===== config.mk =====
export PLATFORM = sky130hd
export DESIGN_NAME = particle_pair_delta_r_top
export DESIGN_NICKNAME = d
export VERILOG_FILES = /design/src/rtl/ppdr_pkg.sv /design/src/rtl/ppdr_front.sv /design/src/rtl/ppdr_fifo.sv /design/src/rtl/ppdr_back.sv /design/src/rtl/particle_pair_delta_r_top.sv
export SDC_FILE = /design/constraint.sdc
export NUM_CORES = 2
export LEC_CHECK = 0
export BUFFER_PORTS_ARGS = -buffer_cell sky130_fd_sc_hd__buf_2
export CAP_MARGIN = 40
export CORE_MARGIN = 10
export CORE_UTILIZATION = 50
export CTS_CLUSTER_SIZE = 12
export DETAILED_ROUTE_END_ITERATION = 8
export HOLD_SLACK_MARGIN = 0.02
export MAX_ROUTING_LAYER = met4
export PLACE_DENSITY = 0.73
export SYNTH_ARGS = -nofsm -noshare
export SYNTH_HDL_FRONTEND = slang
export SYNTH_SLANG_ARGS = --single-unit

===== constraint.sdc =====
create_clock -name clk -period 10.42 [get_ports clk]
set_input_delay 2.084 -clock clk [delete_from_list [all_inputs] [get_ports clk]]
set_output_delay 2.084 -clock clk [all_outputs]
set_load 0.1 [all_outputs]

===== src/rtl/ppdr_pkg.sv =====
// ----------------------------------------------------------------------------
// ppdr_pkg
// Shared widths, particle codes, angle formats and entry types of the
// particle pair delta-R block.
// ----------------------------------------------------------------------------
package ppdr_pkg;

	// Stored angle width (signed, 11 fraction bits); valid from 12 to 32
	localparam int ANGLE_W = 16;

	// Field widths of the words on the ports
	localparam int PID_W = 24;
	localparam int ETA_W = 16;
	localparam int PHI_W = 14;
	localparam int DR_W  = 16;

	// Sign-extension width before wrapping an angle to ANGLE_W bits
	localparam int EXT_W = (ANGLE_W > ETA_W) ? ANGLE_W : ETA_W;

	// Width of angle differences and the phi wrap arithmetic
	localparam int DIFF_W = ANGLE_W + 4;

	// Particle type codes
	localparam logic signed [PID_W-1:0] PID_HIGGS = PID_W'(25);
	localparam logic signed [PID_W-1:0] PID_A0    = PID_W'(28);
	localparam logic signed [PID_W-1:0] PID_B     = PID_W'(5);
	localparam logic signed [PID_W-1:0] PID_ANTIB = -PID_W'(5);

	// pi and two pi in Q.11
	localparam int PI_Q11     = 6434;
	localparam int TWO_PI_Q11 = 2 * PI_Q11;

	// Saturation level of a delta-R result
	localparam logic [DR_W-1:0] DR_MAX = {DR_W{1'b1}};

	// Square root unit: radicand holds the sum of two DR_W-bit squares
	localparam int RAD_W  = 2 * DR_W + 2;
	localparam int ROOT_W = RAD_W / 2;
	localparam int REM_W  = ROOT_W + 3;
	localparam int ITER_W = $clog2(ROOT_W);

	// Event queue between front and back
	localparam int FIFO_DEPTH = 2;

	typedef logic signed [ANGLE_W-1:0] angle_t;

	typedef struct packed {
		angle_t eta;
		angle_t phi;
	} point_t;

	// Snapshot of all stored particles at an event end
	typedef struct packed {
		point_t higgs;
		point_t a0;
		point_t b;
		point_t antib;
	} snap_t;

	// Wrap a sign-extended angle to the stored width
	function automatic angle_t to_angle(input logic signed [EXT_W-1:0] x);
		return ANGLE_W'(x);
	endfunction

endpackage


===== src/rtl/ppdr_front.sv =====
// ----------------------------------------------------------------------------
// ppdr_front
// Accepts particle words, keeps the last eta and phi of each tracked kind and
// pushes a snapshot of all four kinds into the event queue on an event end.
// ----------------------------------------------------------------------------
module ppdr_front (
	input  logic                                clk,
	input  logic                                arst_n,
	input  logic                                in_valid,
	output logic                                in_ready,
	input  logic signed [ppdr_pkg::PID_W-1:0]   pid,
	input  logic signed [ppdr_pkg::ETA_W-1:0]   eta,
	input  logic signed [ppdr_pkg::PHI_W-1:0]   phi,
	input  logic                                last_in_event,
	output logic                                wr_en,
	output ppdr_pkg::snap_t                     wr_data,
	input  logic                                full
);

	ppdr_pkg::snap_t  store_q;
	ppdr_pkg::snap_t  store_nx;
	ppdr_pkg::point_t pt;
	logic             accept;

	// Hold only words that would push into a full queue
	assign in_ready = !full || !last_in_event;
	assign accept   = in_valid && in_ready;

	assign pt.eta = ppdr_pkg::to_angle(ppdr_pkg::EXT_W'(eta));
	assign pt.phi = ppdr_pkg::to_angle(ppdr_pkg::EXT_W'(phi));

	// Classify the word and overwrite the matching kind
	always_comb begin
		store_nx = store_q;
		unique case (pid)
			ppdr_pkg::PID_HIGGS: store_nx.higgs = pt;
			ppdr_pkg::PID_A0:    store_nx.a0    = pt;
			ppdr_pkg::PID_B:     store_nx.b     = pt;
			ppdr_pkg::PID_ANTIB: store_nx.antib = pt;
			default:             store_nx       = store_q;
		endcase
	end

	// Push the updated snapshot at an event end
	assign wr_en   = accept && last_in_event;
	assign wr_data = store_nx;

	always_ff @(posedge clk or negedge arst_n) begin
		if (!arst_n) begin
			store_q <= '0;
		end else if (accept) begin
			store_q <= store_nx;
		end
	end

endmodule


===== src/rtl/ppdr_fifo.sv =====
// ----------------------------------------------------------------------------
// ppdr_fifo
// Short queue of event snapshots between the front and the back.
// ----------------------------------------------------------------------------
module ppdr_fifo (
	input  logic            clk,
	input  logic            arst_n,
	input  logic            wr_en,
	input  ppdr_pkg::snap_t wr_data,
	output logic            full,
	input  logic            rd_en,
	output ppdr_pkg::snap_t rd_data,
	output logic            empty
);

	localparam int PTR_W = (ppdr_pkg::FIFO_DEPTH > 1) ? $clog2(ppdr_pkg::FIFO_DEPTH) : 1;
	localparam int CNT_W = $clog2(ppdr_pkg::FIFO_DEPTH + 1);

	ppdr_pkg::snap_t  mem_q [ppdr_pkg::FIFO_DEPTH];
	logic [PTR_W-1:0] wr_ptr_q;
	logic [PTR_W-1:0] rd_ptr_q;
	logic [CNT_W-1:0] count_q;

	assign full    = (count_q == CNT_W'(ppdr_pkg::FIFO_DEPTH));
	assign empty   = (count_q == '0);
	assign rd_data = mem_q[rd_ptr_q];

	// Advance pointers and count
	always_ff @(posedge clk or negedge arst_n) begin
		if (!arst_n) begin
			wr_ptr_q <= '0;
			rd_ptr_q <= '0;
			count_q  <= '0;
		end else begin
			if (wr_en) begin
				wr_ptr_q <= (wr_ptr_q == PTR_W'(ppdr_pkg::FIFO_DEPTH - 1)) ? '0 : wr_ptr_q + 1'b1;
			end
			if (rd_en) begin
				rd_ptr_q <= (rd_ptr_q == PTR_W'(ppdr_pkg::FIFO_DEPTH - 1)) ? '0 : rd_ptr_q + 1'b1;
			end
			if (wr_en && !rd_en) begin
				count_q <= count_q + 1'b1;
			end else if (rd_en && !wr_en) begin
				count_q <= count_q - 1'b1;
			end
		end
	end

	// Store the pushed word
	always_ff @(posedge clk) begin
		if (wr_en) begin
			mem_q[wr_ptr_q] <= wr_data;
		end
	end

	a_no_overflow: assert property (@(posedge clk) disable iff (!arst_n)
		wr_en |-> !full)
		else $error("event queue written while full");

	a_no_underflow: assert property (@(posedge clk) disable iff (!arst_n)
		rd_en |-> !empty)
		else $error("event queue read while empty");

endmodule


===== src/rtl/ppdr_back.sv =====
// ----------------------------------------------------------------------------
// ppdr_back
// Pops event snapshots and computes delta-R for higgs/a0 and b/anti-b with
// one shared subtract, square and bit-serial square root path.
// ----------------------------------------------------------------------------
module ppdr_back (
	input  logic                          clk,
	input  logic                          arst_n,
	input  logic                          empty,
	output logic                          rd_en,
	input  ppdr_pkg::snap_t               rd_data,
	output logic                          out_valid,
	input  logic                          out_ready,
	output logic [ppdr_pkg::DR_W-1:0]     dr_higgs_a0,
	output logic [ppdr_pkg::DR_W-1:0]     dr_b_antib
);

	localparam int DIFF_W = ppdr_pkg::DIFF_W;
	localparam int DR_W   = ppdr_pkg::DR_W;
	localparam int RAD_W  = ppdr_pkg::RAD_W;
	localparam int ROOT_W = ppdr_pkg::ROOT_W;
	localparam int REM_W  = ppdr_pkg::REM_W;
	localparam int ITER_W = ppdr_pkg::ITER_W;

	localparam logic signed [DIFF_W-1:0] PI_D     = DIFF_W'(ppdr_pkg::PI_Q11);
	localparam logic signed [DIFF_W-1:0] TWO_PI_D = DIFF_W'(ppdr_pkg::TWO_PI_Q11);
	localparam logic [DIFF_W-1:0]        MAG_MAX  = DIFF_W'(ppdr_pkg::DR_MAX);

	typedef enum logic [2:0] {
		S_IDLE,
		S_DIFF,
		S_ABS,
		S_SQ,
		S_SUM,
		S_ROOT,
		S_STORE
	} state_t;

	state_t                    state_q;
	ppdr_pkg::snap_t           ent_q;
	logic                      pair_q;
	logic signed [DIFF_W-1:0]  de_q;
	logic signed [DIFF_W-1:0]  dp_q;
	logic [DR_W-1:0]           ue_q;
	logic [DR_W-1:0]           up_q;
	logic                      sat_q;
	logic [2*DR_W-1:0]         sq_e_q;
	logic [2*DR_W-1:0]         sq_p_q;
	logic [RAD_W-1:0]          rad_q;
	logic [REM_W-1:0]          rem_q;
	logic [ROOT_W-1:0]         root_q;
	logic [ITER_W-1:0]         iter_q;
	logic [DR_W-1:0]           res0_q;
	logic                      out_valid_q;
	logic [DR_W-1:0]           dr_ha_q;
	logic [DR_W-1:0]           dr_bb_q;

	ppdr_pkg::point_t          pa;
	ppdr_pkg::point_t          pb;
	logic signed [DIFF_W-1:0]  dp_wrap;
	logic [DIFF_W-1:0]         mag_e;
	logic [DIFF_W-1:0]         mag_p;
	logic [REM_W-1:0]          rem_sh;
	logic [REM_W-1:0]          trial;
	logic [DR_W-1:0]           dr_c;
	logic                      load_out;

	assign rd_en       = (state_q == S_IDLE) && !empty;
	assign out_valid   = out_valid_q;
	assign dr_higgs_a0 = dr_ha_q;
	assign dr_b_antib  = dr_bb_q;

	// Load the output register when the second pair is done and it frees
	assign load_out = (state_q == S_STORE) && pair_q && (!out_valid_q || out_ready);

	// Select the pair under work
	assign pa = pair_q ? ent_q.b     : ent_q.higgs;
	assign pb = pair_q ? ent_q.antib : ent_q.a0;

	// Wrap dphi once and take magnitudes
	always_comb begin
		priority if (dp_q >= PI_D) begin
			dp_wrap = dp_q - TWO_PI_D;
		end else if (dp_q < -PI_D) begin
			dp_wrap = dp_q + TWO_PI_D;
		end else begin
			dp_wrap = dp_q;
		end
		mag_e = de_q[DIFF_W-1] ? DIFF_W'(-de_q) : DIFF_W'(de_q);
		mag_p = dp_wrap[DIFF_W-1] ? DIFF_W'(-dp_wrap) : DIFF_W'(dp_wrap);
	end

	// One root bit per cycle
	assign rem_sh = {rem_q[REM_W-3:0], rad_q[RAD_W-1 -: 2]};
	assign trial  = REM_W'({root_q, 2'b01});

	// Saturate the finished root
	assign dr_c = (sat_q || (root_q[ROOT_W-1:DR_W] != '0)) ? ppdr_pkg::DR_MAX
	                                                        : root_q[DR_W-1:0];

	always_ff @(posedge clk or negedge arst_n) begin
		if (!arst_n) begin
			state_q     <= S_IDLE;
			pair_q      <= 1'b0;
			iter_q      <= '0;
			out_valid_q <= 1'b0;
		end else begin
			if (out_valid_q && out_ready && !load_out) begin
				out_valid_q <= 1'b0;
			end
			unique case (state_q)
				S_IDLE: begin
					if (!empty) begin
						ent_q   <= rd_data;
						pair_q  <= 1'b0;
						state_q <= S_DIFF;
					end
				end
				S_DIFF: begin
					de_q    <= DIFF_W'($signed(pa.eta)) - DIFF_W'($signed(pb.eta));
					dp_q    <= DIFF_W'($signed(pa.phi)) - DIFF_W'($signed(pb.phi));
					state_q <= S_ABS;
				end
				S_ABS: begin
					ue_q    <= mag_e[DR_W-1:0];
					up_q    <= mag_p[DR_W-1:0];
					sat_q   <= (mag_e > MAG_MAX) || (mag_p > MAG_MAX);
					state_q <= S_SQ;
				end
				S_SQ: begin
					sq_e_q  <= ue_q * ue_q;
					sq_p_q  <= up_q * up_q;
					state_q <= S_SUM;
				end
				S_SUM: begin
					rad_q   <= RAD_W'(sq_e_q) + RAD_W'(sq_p_q);
					rem_q   <= '0;
					root_q  <= '0;
					iter_q  <= '0;
					state_q <= S_ROOT;
				end
				S_ROOT: begin
					rad_q <= {rad_q[RAD_W-3:0], 2'b00};
					if (rem_sh >= trial) begin
						rem_q  <= rem_sh - trial;
						root_q <= {root_q[ROOT_W-2:0], 1'b1};
					end else begin
						rem_q  <= rem_sh;
						root_q <= {root_q[ROOT_W-2:0], 1'b0};
					end
					iter_q <= iter_q + 1'b1;
					if (iter_q == ITER_W'(ROOT_W - 1)) begin
						state_q <= S_STORE;
					end
				end
				S_STORE: begin
					if (!pair_q) begin
						res0_q  <= dr_c;
						pair_q  <= 1'b1;
						state_q <= S_DIFF;
					end else if (load_out) begin
						dr_ha_q     <= res0_q;
						dr_bb_q     <= dr_c;
						out_valid_q <= 1'b1;
						state_q     <= S_IDLE;
					end
				end
				default: state_q <= S_IDLE;
			endcase
		end
	end

	a_iter_range: assert property (@(posedge clk) disable iff (!arst_n)
		(state_q == S_ROOT) |-> (iter_q <= ITER_W'(ROOT_W - 1)))
		else $error("root iteration count out of range");

	a_pop_starts_pair0: assert property (@(posedge clk) disable iff (!arst_n)
		rd_en |=> (state_q == S_DIFF) && !pair_q)
		else $error("popped entry did not start with the first pair");

	a_result_after_pair1: assert property (@(posedge clk) disable iff (!arst_n)
		$rose(out_valid_q) |-> ($past(state_q) == S_STORE) && $past(pair_q))
		else $error("result presented before the second pair finished");

endmodule


===== src/rtl/particle_pair_delta_r_top.sv =====
// ----------------------------------------------------------------------------
// particle_pair_delta_r_top
// Delta-R between stored higgs/a0 and b/anti-b particles at each event end.
// ----------------------------------------------------------------------------
// Input channel (in_valid/in_ready): one particle word per cycle while
// in_ready is high: pid, eta, phi (Q.11) and last_in_event. Words of kind
// 25, 28, 5 and -5 overwrite the stored eta/phi of that kind; other ids are
// dropped. Stored values persist across events.
// Output channel (out_valid/out_ready): one word per event end carrying
// dr_higgs_a0 and dr_b_antib (Q.11, saturated at 65535), computed from the
// stored values including the event-ending particle.
// Throughput: words without an event end are taken every cycle. For each event
// end the back end pops one snapshot and works its two pairs one after the
// other, each through difference, magnitude, square, sum, the 17-step
// bit-serial square root and store; it pops the next snapshot only when idle.
// A two-entry event queue separates front and back; when it is full, an
// event-ending word is held off while other words still pass.
// When the receiver stalls, the result stays in the output register and the
// back end holds its next finished result until the register frees.
// Reset clears all stored angles to zero and empties the queue.
// ----------------------------------------------------------------------------
module particle_pair_delta_r_top (
	input  logic                               clk,
	input  logic                               arst_n,
	input  logic                               in_valid,
	output logic                               in_ready,
	input  logic signed [ppdr_pkg::PID_W-1:0]  pid,
	input  logic signed [ppdr_pkg::ETA_W-1:0]  eta,
	input  logic signed [ppdr_pkg::PHI_W-1:0]  phi,
	input  logic                               last_in_event,
	output logic                               out_valid,
	input  logic                               out_ready,
	output logic [ppdr_pkg::DR_W-1:0]          dr_higgs_a0,
	output logic [ppdr_pkg::DR_W-1:0]          dr_b_antib
);

	logic            wr_en;
	ppdr_pkg::snap_t wr_data;
	logic            full;
	logic            rd_en;
	ppdr_pkg::snap_t rd_data;
	logic            empty;

	// Classify and store particles
	ppdr_front u_front (
		.clk           (clk),
		.arst_n        (arst_n),
		.in_valid      (in_valid),
		.in_ready      (in_ready),
		.pid           (pid),
		.eta           (eta),
		.phi           (phi),
		.last_in_event (last_in_event),
		.wr_en         (wr_en),
		.wr_data       (wr_data),
		.full          (full)
	);

	// Queue event snapshots
	ppdr_fifo u_fifo (
		.clk     (clk),
		.arst_n  (arst_n),
		.wr_en   (wr_en),
		.wr_data (wr_data),
		.full    (full),
		.rd_en   (rd_en),
		.rd_data (rd_data),
		.empty   (empty)
	);

	// Compute delta-R pairs
	ppdr_back u_back (
		.clk         (clk),
		.arst_n      (arst_n),
		.empty       (empty),
		.rd_en       (rd_en),
		.rd_data     (rd_data),
		.out_valid   (out_valid),
		.out_ready   (out_ready),
		.dr_higgs_a0 (dr_higgs_a0),
		.dr_b_antib  (dr_b_antib)
	);

endmodule


==> metrics.yaml <==
flow_run:
  drv_cap: 0
min_path:
  holdCritPathClass: "reg2reg"
  holdPathStages: 0
global_route:
  grt_first_pass_wirelength_mm: 160
  via_count_of_the_first_global_routing_pass: 31400
  global_route.overflow_total: 0
  groute.usage.overall_pct: 18.5
  grt_max_degree: 64
  grt_antenna_before_repair: 9
clock_tree:
  tritoncts: "done"
  clk_pin_slew_worst_paths_ns: 0.06
  cts_buffers: 84
  cts_root_buffer: "clkbuf_16"
  cts.htree.levels: 3
  post_cts_resized: 0
  clock_sink_count: 772
  cts_setup_buffers: 0
  clkLatencyLatePin_ns: 0.66
  clk_path_buf_depth: 3
  cts_hold_buf: 0
logic_synthesis:
  synthFlopType: "edfxtp_1"
  flops_latches_synth: 772
  synth_top_area_cell: "edfxtp_1"
  postSynthAreaPerCell_um2: 12.0
  syn-instance-count: 4018
  synth_top_cells_by_area: "edfxtp_1, fa_1, mux2_2"
  syn_nets: 4694
  ys_warns: 0
  mappedNetlistArea_um2: 48300
  yosysUniqueCellTypes: 90
  synth_enable_flop_cells: 630
  yosysSeqAreaShare_pct: 46.5
  synthDominantCellAreaShare_pct: 39.2
  ys_async_sr_fraction_pct: 18.4
worst_setup_path:
  endpoint_kind: "flip-flop"
  critPathMaxFanout: 17
  crit_path_start_kind: "flip-flop"
  cp_buf_inv_count: 7
  worst_ep_required_time_ns: 10.82
  critical-path-slowest-cell: "edfxtp_1"
  worst_setup_path_class: "reg2reg"
  timing.reg2reg.worst_path_depth: 23
  timing.critical_path.arrival_ns: 7.56
  critical_path.cell_chain: "nand2_1 > inv_1 > fa_1 > inv_1 > fa_1 > inv_1 > fa_1 > inv_1 > fa_1 > inv_1 > fa_1 > inv_1 > fa_1 > inv_1 > ha_1 > o211ai_1 > o311ai_0 > a41oi_1 > o21ai_0 > a211o_1 > and2_1 > nor3_1 > a211o_1"
  critPathMaxStageDelay_ns: 0.65
  timing.reg2reg.setup_slack_ns: 3.27
  critical_path_depth: 23
  cp_common_cell: "inv_1"
  critPathTopFamily: "adder cells"
detailed_routing:
  drtIter0Drc: 1862
  wire_per_inst_um: 17.7
  drt-total-wl_mm: 96.2
  viasPerCell: 5.39
  dr_total_vias: 29300
  postRouteAntennaNets: 0
  drc_errors: 0
  drt-pass1-iter-count: 6
sta:
  worst_clock_skew_ns: 0.0612
  post_route_fraction_of_the_period_consumed_by_the_critical_path_pct: 68.7
  timing.final.setup_violations: 0
  unrepaired_setup_endpoints_after_global_routing: "false"
  relSlewSlack_pct: 35.9
  period_needed_ns: 7.15
  fin_tns_setup_ns: 0
  achievable-frequency_mhz: 140
  tightest_slew_ns: 0.937
  final-max-slew-violation-count: 0
  final.hold.worst_slack_ns: 0.381
  final_hold_violations: 0
placement:
  dp.cells: 5278
  routabilityCongestion: 0.866
  dp_hpwl_mm: 67.6
  detailed_place.area_um2: 50300
  place.port_buffers: 92
cells_and_area:
  fillCellCount: 7731
  design_area_um2: 53200
  finish.net_count: 4775
  layout_commonest_cell: "edfxtp_1"
  most-common-layout-cells: "edfxtp_1, inv_1, nand2_1"
  finish.cell_count_without_fillers: 5442
  drive_above_1_share_pct: 15.5
  syn_to_final_growth_pct: 10.2
floorplan:
  fp-row-count: 113
  initial_core_util_pct: 50.6
  floorplan.die_area_um2: 109000
  die_w_um: 331
  core_area_um2: 95400
  die_height_um: 331
  num_io_pins: 93
run_status:
  run_status: "finished clean"
==> metrics by stage <==
step | util, % | setup slack, ns
floorplan | - | 0.710
global placement | 52.5 | 3.43
detailed placement | 52.7 | 3.34
CTS | 55.8 | 3.31
global route | 55.8 | 2.87
finish | 55.8 | 3.27
==> cell families (layout without fill, tap and decap cells) <==
| kind of cell | Yosys count | count (layout) | synth area share, % |
|---|---|---|---|
| AO/OA/AOI/OAI | 424 | 424 | 5.96 |
| multiplexers | 377 | 377 | 8.69 |
| adder cells (fa/ha/maj) | 617 | 617 | 21.1 |
| XOR/XNOR | 167 | 167 | 3.04 |
| AND/OR/NAND/NOR | 948 | 948 | 9.09 |
| other | 0 | 9 | 0 |
| buffers and inverters | 713 | 863 | 5.61 |
| flip-flops | 772 | 772 | 46.5 |
==> flip-flops by register name (all words and copies together) (netlist names), 17 cells and up <==
name and count:
u_fifo.mem_q 256, u_back.ent_q 128, u_front.store_q 128, u_back.rad_q 34, u_back.sq_e_q 31, u_back.sq_p_q 31, u_back.rem_q 18, u_back.de_q 17
u_back.dp_q 17, u_back.root_q 17
==> synthesized netlist by cell type, types with 4 or more instances <==
cell         n
o21ai_0     94
a21boi_0     9
nand3_1     58
fa_1       328
ha_1       289
xor2_1      50
nand2_1    452
o2111ai_1    4
and3_1      12
a311oi_1     7
clkbuf_1   105
o31ai_1     17
edfxtp_1   630
or3_1       31
nand4_1     16
o21bai_1    11
nor2_1     139
o211ai_1    11
a32oi_1      6
a221oi_1     5
nand2b_1    20
mux2_2     340
buf_4        4
xnor2_1    116
a211o_1      8
o311ai_0     4
or2_2       11
nor2b_1     25
a21o_1      38
o41ai_1      4
dfrtp_1    142
nor4_1      10
a21oi_1     99
nor3_1      46
a211oi_1    16
inv_1      580
and2_1     100
mux2i_1     37
buf_1       17
a31oi_1     22
buf_2        4
o21a_1      17
a31o_2       9
==> worst reg2reg max path, cell delays in order, from the launching register on <==
cell,delay [ns]
edfxtp_1,0.65
nand2_1,0.22
inv_1,0.08
fa_1,0.53
inv_1,0.05
fa_1,0.53
inv_1,0.05
fa_1,0.50
inv_1,0.05
fa_1,0.54
inv_1,0.05
fa_1,0.47
inv_1,0.05
fa_1,0.47
inv_1,0.04
ha_1,0.33
o211ai_1,0.14
o311ai_0,0.62
a41oi_1,0.26
o21ai_0,0.49
a211o_1,0.22
and2_1,0.19
nor3_1,0.08
a211o_1,0.28
==> layer usage <==
metal	wire [µm]	up-vias	track usage [%]
li1	-	13900	-
met5	0	-	-
met1	40400	14600	22.2
met2	48500	698	32.1
met4	2650	0	5.82
met3	4590	163	2.75
==> final cells by class <==
cell class,count,area [µm²],area share (%)
diodes,9,22.5,0.0423
clock buffers,128,2380,4.47
clock inverters,27,518,0.973
inverters,580,2180,4.09
multi-input cells,2533,23200,43.6
flip-flops and latches,772,22500,42.2
well taps,1265,1580,2.97
repair buffers,128,875,1.64
==> final timing paths <==
check	start	endpoint
setup reg to reg	u_back.ue_q[9]	u_back.sq_e_q[31]
setup / recovery	u_back.ue_q[9]	u_back.sq_e_q[31]
hold reg to reg	u_back.res0_q[14]	u_back.dr_higgs_a0[14]
max in group asynchronous	arst_n	u_front.store_q[81]
hold / removal	u_back.res0_q[14]	u_back.dr_higgs_a0[14]
min in group asynchronous	arst_n	u_front.store_q[7]
Power is not shown: default switching activity piles up to over one toggle a cycle in this logic, so the estimate is an artifact.
